===== config.mk =====
export PLATFORM = sky130hd
export DESIGN_NAME = csm_front
export DESIGN_NICKNAME = d
export VERILOG_FILES = /design/src/design/csm_pkg.sv /design/src/design/csm_front.sv
export SDC_FILE = /design/constraint.sdc
export NUM_CORES = 1
export LEC_CHECK = 0
export BUFFER_PORTS_ARGS = -buffer_cell sky130_fd_sc_hd__buf_2
export CAP_MARGIN = 5
export CELL_PAD_IN_SITES_DETAIL_PLACEMENT = 1
export CELL_PAD_IN_SITES_GLOBAL_PLACEMENT = 1
export CORE_UTILIZATION = 44
export DETAILED_ROUTE_END_ITERATION = 10
export MAX_ROUTING_LAYER = met4
export PLACE_DENSITY = 0.77
export REMOVE_ABC_BUFFERS = 1
export SYNTH_ARGS = -nofsm -noshare
export SYNTH_HDL_FRONTEND = slang
export SYNTH_SLANG_ARGS = --single-unit

===== constraint.sdc =====
create_clock -name i_clk -period 3.9 [get_ports i_clk]
set_clock_uncertainty 0.15 [all_clocks]
set_input_delay 0.195 -clock i_clk [delete_from_list [all_inputs] [get_ports i_clk]]
set_output_delay 0.195 -clock i_clk [all_outputs]
set_load 0.05 [all_outputs]

===== src/design/csm_pkg.sv =====
// ----------------------------------------------------------------------------
// csm_pkg
// Shared types and constants of the checked stack machine executor.
// ----------------------------------------------------------------------------
package csm_pkg;

    localparam int STACK_DEPTH = 1024;
    localparam int ADDR_W      = $clog2(STACK_DEPTH);
    localparam int CNT_W       = $clog2(STACK_DEPTH + 1);
    localparam int VAL_W       = 31;
    localparam int IN_W        = 30;
    localparam int LIMIT_W     = 30;
    localparam logic [LIMIT_W-1:0] LIMIT_RESET = 30'd1000000000;

    typedef enum logic [3:0] {
        KIND_START  = 4'd0,
        KIND_PUSH   = 4'd1,
        KIND_POP    = 4'd2,
        KIND_NEG    = 4'd3,
        KIND_DUP    = 4'd4,
        KIND_SWAP   = 4'd5,
        KIND_ADD    = 4'd6,
        KIND_SUB    = 4'd7,
        KIND_MUL    = 4'd8,
        KIND_DIV    = 4'd9,
        KIND_MOD    = 4'd10,
        KIND_FINISH = 4'd11
    } t_kind;

    typedef struct packed {
        logic [3:0]      kind;
        logic [IN_W-1:0] value;
    } t_in;

    typedef struct packed {
        logic signed [VAL_W-1:0] result_value;
        logic                    error;
    } t_out;

    // Classified instruction handed from the front to the back.
    typedef struct packed {
        t_kind           kind;
        logic [IN_W-1:0] value;
        logic            need1;
        logic            need2;
        logic            grow;
    } t_cmd;

endpackage


===== src/design/csm_front.sv =====
// ----------------------------------------------------------------------------
// csm_front
// Accepts input words, classifies them, and holds the known kinds in a two-entry queue.
// ----------------------------------------------------------------------------
module csm_front (
    input  logic          i_clk,
    input  logic          i_rst_n,
    input  logic          i_valid,
    input  csm_pkg::t_in  i_data,
    output logic          o_ready,
    output logic          o_cmd_valid,
    output csm_pkg::t_cmd o_cmd,
    input  logic          i_cmd_pop
);
    import csm_pkg::*;

    t_cmd       r_q [2];
    logic       r_wp, r_rp;
    logic [1:0] r_cnt;
    t_cmd       w_cmd;
    logic       w_keep;
    logic       w_push;

    always_comb begin
        w_cmd.kind  = KIND_START;
        w_cmd.value = i_data.value;
        w_cmd.need1 = 1'b0;
        w_cmd.need2 = 1'b0;
        w_cmd.grow  = 1'b0;
        w_keep      = 1'b1;
        unique case (i_data.kind)
            KIND_START:  w_cmd.kind = KIND_START;
            KIND_PUSH:   begin w_cmd.kind = KIND_PUSH; w_cmd.grow = 1'b1; end
            KIND_POP:    begin w_cmd.kind = KIND_POP;  w_cmd.need1 = 1'b1; end
            KIND_NEG:    begin w_cmd.kind = KIND_NEG;  w_cmd.need1 = 1'b1; end
            KIND_DUP:    begin
                w_cmd.kind = KIND_DUP; w_cmd.need1 = 1'b1; w_cmd.grow = 1'b1;
            end
            KIND_SWAP:   begin w_cmd.kind = KIND_SWAP; w_cmd.need2 = 1'b1; end
            KIND_ADD:    begin w_cmd.kind = KIND_ADD;  w_cmd.need2 = 1'b1; end
            KIND_SUB:    begin w_cmd.kind = KIND_SUB;  w_cmd.need2 = 1'b1; end
            KIND_MUL:    begin w_cmd.kind = KIND_MUL;  w_cmd.need2 = 1'b1; end
            KIND_DIV:    begin w_cmd.kind = KIND_DIV;  w_cmd.need2 = 1'b1; end
            KIND_MOD:    begin w_cmd.kind = KIND_MOD;  w_cmd.need2 = 1'b1; end
            KIND_FINISH: w_cmd.kind = KIND_FINISH;
            // Unused codes are accepted and dropped here.
            default:     w_keep = 1'b0;
        endcase
    end

    assign o_ready     = (r_cnt != 2'd2);
    assign w_push      = i_valid && o_ready && w_keep;
    assign o_cmd_valid = (r_cnt != 2'd0);
    assign o_cmd       = r_q[r_rp];

    always_ff @(posedge i_clk) begin
        if (!i_rst_n) begin
            r_wp  <= 1'b0;
            r_rp  <= 1'b0;
            r_cnt <= 2'd0;
        end else begin
            if (w_push) begin
                r_q[r_wp] <= w_cmd;
                r_wp      <= ~r_wp;
            end
            if (i_cmd_pop) begin
                r_rp <= ~r_rp;
            end
            r_cnt <= r_cnt + 2'(w_push) - 2'(i_cmd_pop);
        end
    end
endmodule


### Word-level counts from Yosys, hierarchy flattened

Memories as Yosys holds them, arrays and structs flattened. A register that Yosys moved wholly into a read port is not among the register bits.
Cells that the tools add are included.

| storage, ports and cells | value |
|---|---|
| flip-flop bits (word level) | 4 |
| bits in writable memories | 74 |
| input port bits | 38 |
| output and inout bits | 39 |
| logic and storage cells | 38 |
| memories kept | 1 |

| operators by class | value |
|---|---|
| add/subtract/negate cells | 2 |
| equality and inequality tests | 12 |
| multiplexer cells | 10 |
| bitwise logic cells | 2 |
| reduce and logical (&&, ||, !) cells | 8 |

Memories:

| memory | depth | bits a word | read ports | clocked after memory_dff | wr ports | line | source |
|---|---|---|---|---|---|---|---|
| r_q | 2 | 37 | 1 | 1 | 1 | csm_front.sv:17 | `t_cmd r_q [2];` |

Operators by type and width:

| cell | count |
|---|---|
| 4-bit one-hot mux with 11 select lines | 1 |
| 4-bit by 3-bit == test with 1-bit output (second input constant) | 4 |
| 4-bit == test (second input constant) | 4 |
| 12-bit OR reduction | 1 |
| 1-bit two-way mux | 9 |
| 4-bit by 2-bit == test with 1-bit output (second input constant) | 2 |
| 6-bit OR reduction | 1 |
| 4-bit by 1-bit == test with 1-bit output (second input constant) | 1 |
| 4-bit logical NOT | 1 |
| 3-bit OR reduction | 1 |
| 2-bit by 1-bit adder with 2-bit output | 1 |
| 1-bit logical AND | 2 |
| 2-bit != test (second input constant) | 1 |
| 1-bit NOT | 2 |
| 2-bit nonzero test | 1 |
| 2-bit OR reduction | 1 |
| 2-bit by 1-bit subtractor with 2-bit output | 1 |

### Logic depth before layout (Yosys ltp)

| depth | value |
|---|---|
| word-level depth | 7 |
| depth in mapped cells | 9 |

### Worst setup path before layout

No wires, ideal clock.

| timing path | value |
|---|---|
| path kind | register to register |
| from | reg r_cnt[0] |
| to | mem r_q[0][0] (netlist name), enable pin |
| setup time | 0.431 ns |
| arrival | 2.557 ns |
| slack | 0.762 ns |
| cell stages (with the launch flop) | 4 |
| path buffers | 0 |
| clock period less this slack | 3.138 ns |
| cells stage by stage | dfxtp_1 -> nand2b_1 -> nand4_1 -> nor2_1 |

| on the way | value |
|---|---|
| word-level cells in the longest chain between the ends | 6 |

RTL lines:

| element | line | source |
|---|---|---|
| start, declared | csm_front.sv:19 | `logic [1:0] r_cnt;` |
| start signal, assigned | csm_front.sv:69 | `r_cnt <= r_cnt + 2'(w_push) - 2'(i_cmd_pop);` |
| 2-bit != test | csm_front.sv:51 | `assign o_ready = (r_cnt != 2'd2);` |
| via o_ready | csm_front.sv:10 | `output logic o_ready,` |
| 1-bit logical AND (2 in series) | csm_front.sv:52 | `assign w_push = i_valid && o_ready && w_keep;` |
| 1-bit two-way mux | csm_front.sv:62 | `if (w_push) begin` |
| 1-bit two-way mux | csm_front.sv:57 | `if (!i_rst_n) begin` |
| 1-bit two-way mux (not written as such) | csm_front.sv:63 | `r_q[r_wp] <= w_cmd;` |
| end, declared | csm_front.sv:17 |  |

The timed path passes the listed nets, and every way through them passes these cells.

==> metrics.md <==
| Metric | Value |
|---|---|
| Post-synth EDFFs | 74 |
| Min-delay worst type | in2reg |
| Worst slew pin tran | 1.073 ns |
| Routed Antenna Nets | 0 |
| Final setup viols | 0 |
| Total grt overflow | 0 |
| Drt pass-1 iters | 4 |
| First-pass GRT wire length | 8542 um |
| Share of power burned in registers | 49.1% |
| Post-Syn Area per Cell | 20.36 um2 |
| Die Ht | 86.42 um |
| Die Width | between 80 and 90 um |
| Pwr per Cell Area | between 500 and 600 nW/um2 |
| Worst Setup End Kind | output pin |
| Initial antenna violation count | 0 |
| Fin crit share | between 60 and 70% |
| Minimum clock period | around 2.5 ns |
| Share of layout cells above drive strength 1 | ~49% |
| Primary FF master, synth | edfxtp_1 |
| Synth Cell Area | 3136 um2 |
| Drt wl/cell | roughly 15 um |
| Warnings from Yosys | 0 |
| Register area share after synthesis | 74.06% |
| Crit path buffers/inverters | 2 |
| Htree depth | 3 |
| Setup Fix Bufs, Post-CTS | 0 |
| Internal power | about 1.5 mW |
| DRC Markers | 0 |
| Number of global-route vias before repair | 1768 |
| Largest net degree at the start of global routing | 38 |
| RSZ-0062 raised after global routing | no |
| Yosys cell types | 24 |
| Worst setup path class | reg2out |
| Max Root-Sink Buffers | 2 |
| Cts hold-fix bufs | 31 |
| Layout Area Growth over Synthesis | 30.89% |
| TritonCTS clock tree | done |
| PortBufs | 76 |
| Drt first-iter violations | 72 |
| Combinational share of power | around 20% |
| GPL Wtd Cong | 0.6375 |
| Clk pwr share | a little under a third |
| Clk_lat worst skew | 0.34 ns |
| Clock transition at path regs | around 0.08 ns |
| Seq cells post-synth | 79 |
| Synth async-reset ratio | 0% |
| Hold slack final | ~0.054 ns |
| Initial core utilization | 45.90% |
| Final Slew Violations | 0 |
| Fin. Hold Viols | 0 |
| Cell family with most CP delay | flip-flops |
| Biggest cell delay along the critical path | 0.97 ns |
| NumNets Final | approximately 310 |
| Routed WL | about 5500 um |
| Max VDD drop | 0.3538 mV |
| Cell at the slowest stage of the critical path | dfxtp_2 |
| Setup TNS | 0 ns |
| Hpwl dp | around 3500 um |
| Num Clock Sinks | 79 |
| CTS Buf Count | 9 |
| Vias per inst | 4.586 |
| Die area | ~7500 um2 |
| Number of core rows | 30 |
| Core area | just under 7000 um2 |
| N_diodes | 0 |
| Fill cell count | between 600 and 700 |
| Fmax | 399.1 MHz |
| P_leak | 1.612 nW |
| Gr usage total | 16.34% |
| Status | finished, final reports clean |
| Mapped Cells | ~150 |
| Switching share of total power | 27.95% |
| Crit-path max FO | 31 |
| Final core occ | between 60% and 70% |
| CTS root buffer | clkbuf_8 |
| Crit-path cells | buf_4, mux2_4, buf_2 |
| Slew headroom | 28.29% |
| Worst EP arrival | 2.16 ns |
| Via count | 1697 |
| Post-CTS Resized | 0 |
| Io pins | 77 |
| Max-cap violation count | 0 |
| Setup crit start kind | flop |
| Psw | 0.5806 mW |
| WP data required | 3.56 ns |
registers in the layout, summed over array words and instances (netlist names), named ones only:
| signal | count |
|---|---|
| r_wp | 1 |
| r_cnt | 2 |
| r_rp | 1 |
| r_q | 74 |
cells in the mapped netlist (2+ instances only):
master	instances	area, um2
edfxtp_1	74	2222
xnor2_1	3	26.28
inv_1	3	11.26
nor2_1	4	15.01
nand2_1	4	15.01
and2_1	6	37.54
buf_12	3	60.06
mux2_4	30	450.4
mux2_2	7	78.83
ha_1	2	25.02
dfxtp_1	5	100.1
final timing paths:
path | slack [ns] | end | startpoint | depth (start not counted)
max reg2reg | 1.82 | r_q[0][3] | r_cnt[0] | 3
max | 1.39 | o_cmd[31] | flop | 3
min reg2reg | 0.41 | r_wp | r_wp | 2
min | 0.05 | flop | i_cmd_pop | 3
cell families after synthesis:
logic type      count (synthesis)  share of synthesized area (%)
flops                          79                          74.06
mux                            37                          16.88
simple gates                   22                          3.911
buf+inv                         7                          2.634
xor+xnor                        4                          1.118
compound gates                  3                         0.5986
fa+ha+maj                       2                         0.7980
area by class of cell:
cell class	instances	area (um2)	area share, %
repair buffers	108	698.2	17.01
clock buffers	9	123.9	3.018
inverters	3	11.26	0.2744
flip-flops and latches	79	2323	56.62
multi-input cells	68	739.5	18.02
well taps	96	120.1	2.927
clock inverters	7	87.58	2.134
layout by cell type, fill, tap and decap left out, types with 2 or more instances in the layout:
cell type / n
mux2_4: 30
xnor2_1: 3
clkinv_2: 3
buf_2: 76
nor2_1: 3
mux2_2: 7
bufinv_16: 2
dlygate4sd3_1: 31
inv_1: 3
ha_1: 2
nand2_1: 4
dfxtp_1: 4
edfxtp_1: 74
clkbuf_8: 9
and2_1: 6
worst min-delay path, cell delays in order:
cell and delay, ns:
buf_2 0.10, xor2_1 0.06, and2_1 0.15
power groups by stage:
stage	Combinational [mW]	Clock (mW)	Sequential, mW
2_1_floorplan	0.312	0	1.03
3_3_place_gp	0.392	0	1.04
3_5_place_dp	0.397	0	1.04
4_1_cts	0.423	0.657	1.02
5_1_grt	0.443	0.691	1.03
6_report	0.418	0.640	1.02
layer usage:
| metal | share of wire [%] | wire (um) | GRT usage (%) | vias to the layer above |
|---|---|---|---|---|
| met5 | 0 | 0 | - | - |
| met4 | 0.71 | 39 | 6.364 | 0 |
| met3 | 4.8 | 263 | 5.333 | 4 |
| met2 | 50 | 2772 | 26.70 | 56 |
| met1 | 44 | 2451 | 18.79 | 823 |
| li1 | - | - | - | 814 |
per-stage QoR:
| stage | instance area (um2) | cells | power (mW) | worst slack, ns |
|---|---|---|---|---|
| global placement | 3582 | 323 | 1.429 | 1.717 |
| CTS | 4104 | 370 | 2.101 | 1.331 |
| detailed placement | 3582 | 323 | 1.438 | 1.728 |
| global route | 4104 | 370 | 2.159 | 1.251 |
| finish | 4104 | 370 | 2.077 | 1.394 |
| floorplan | 3064 | 150 | 1.345 | 0.7621 |
(Power assumes the default switching activity.)
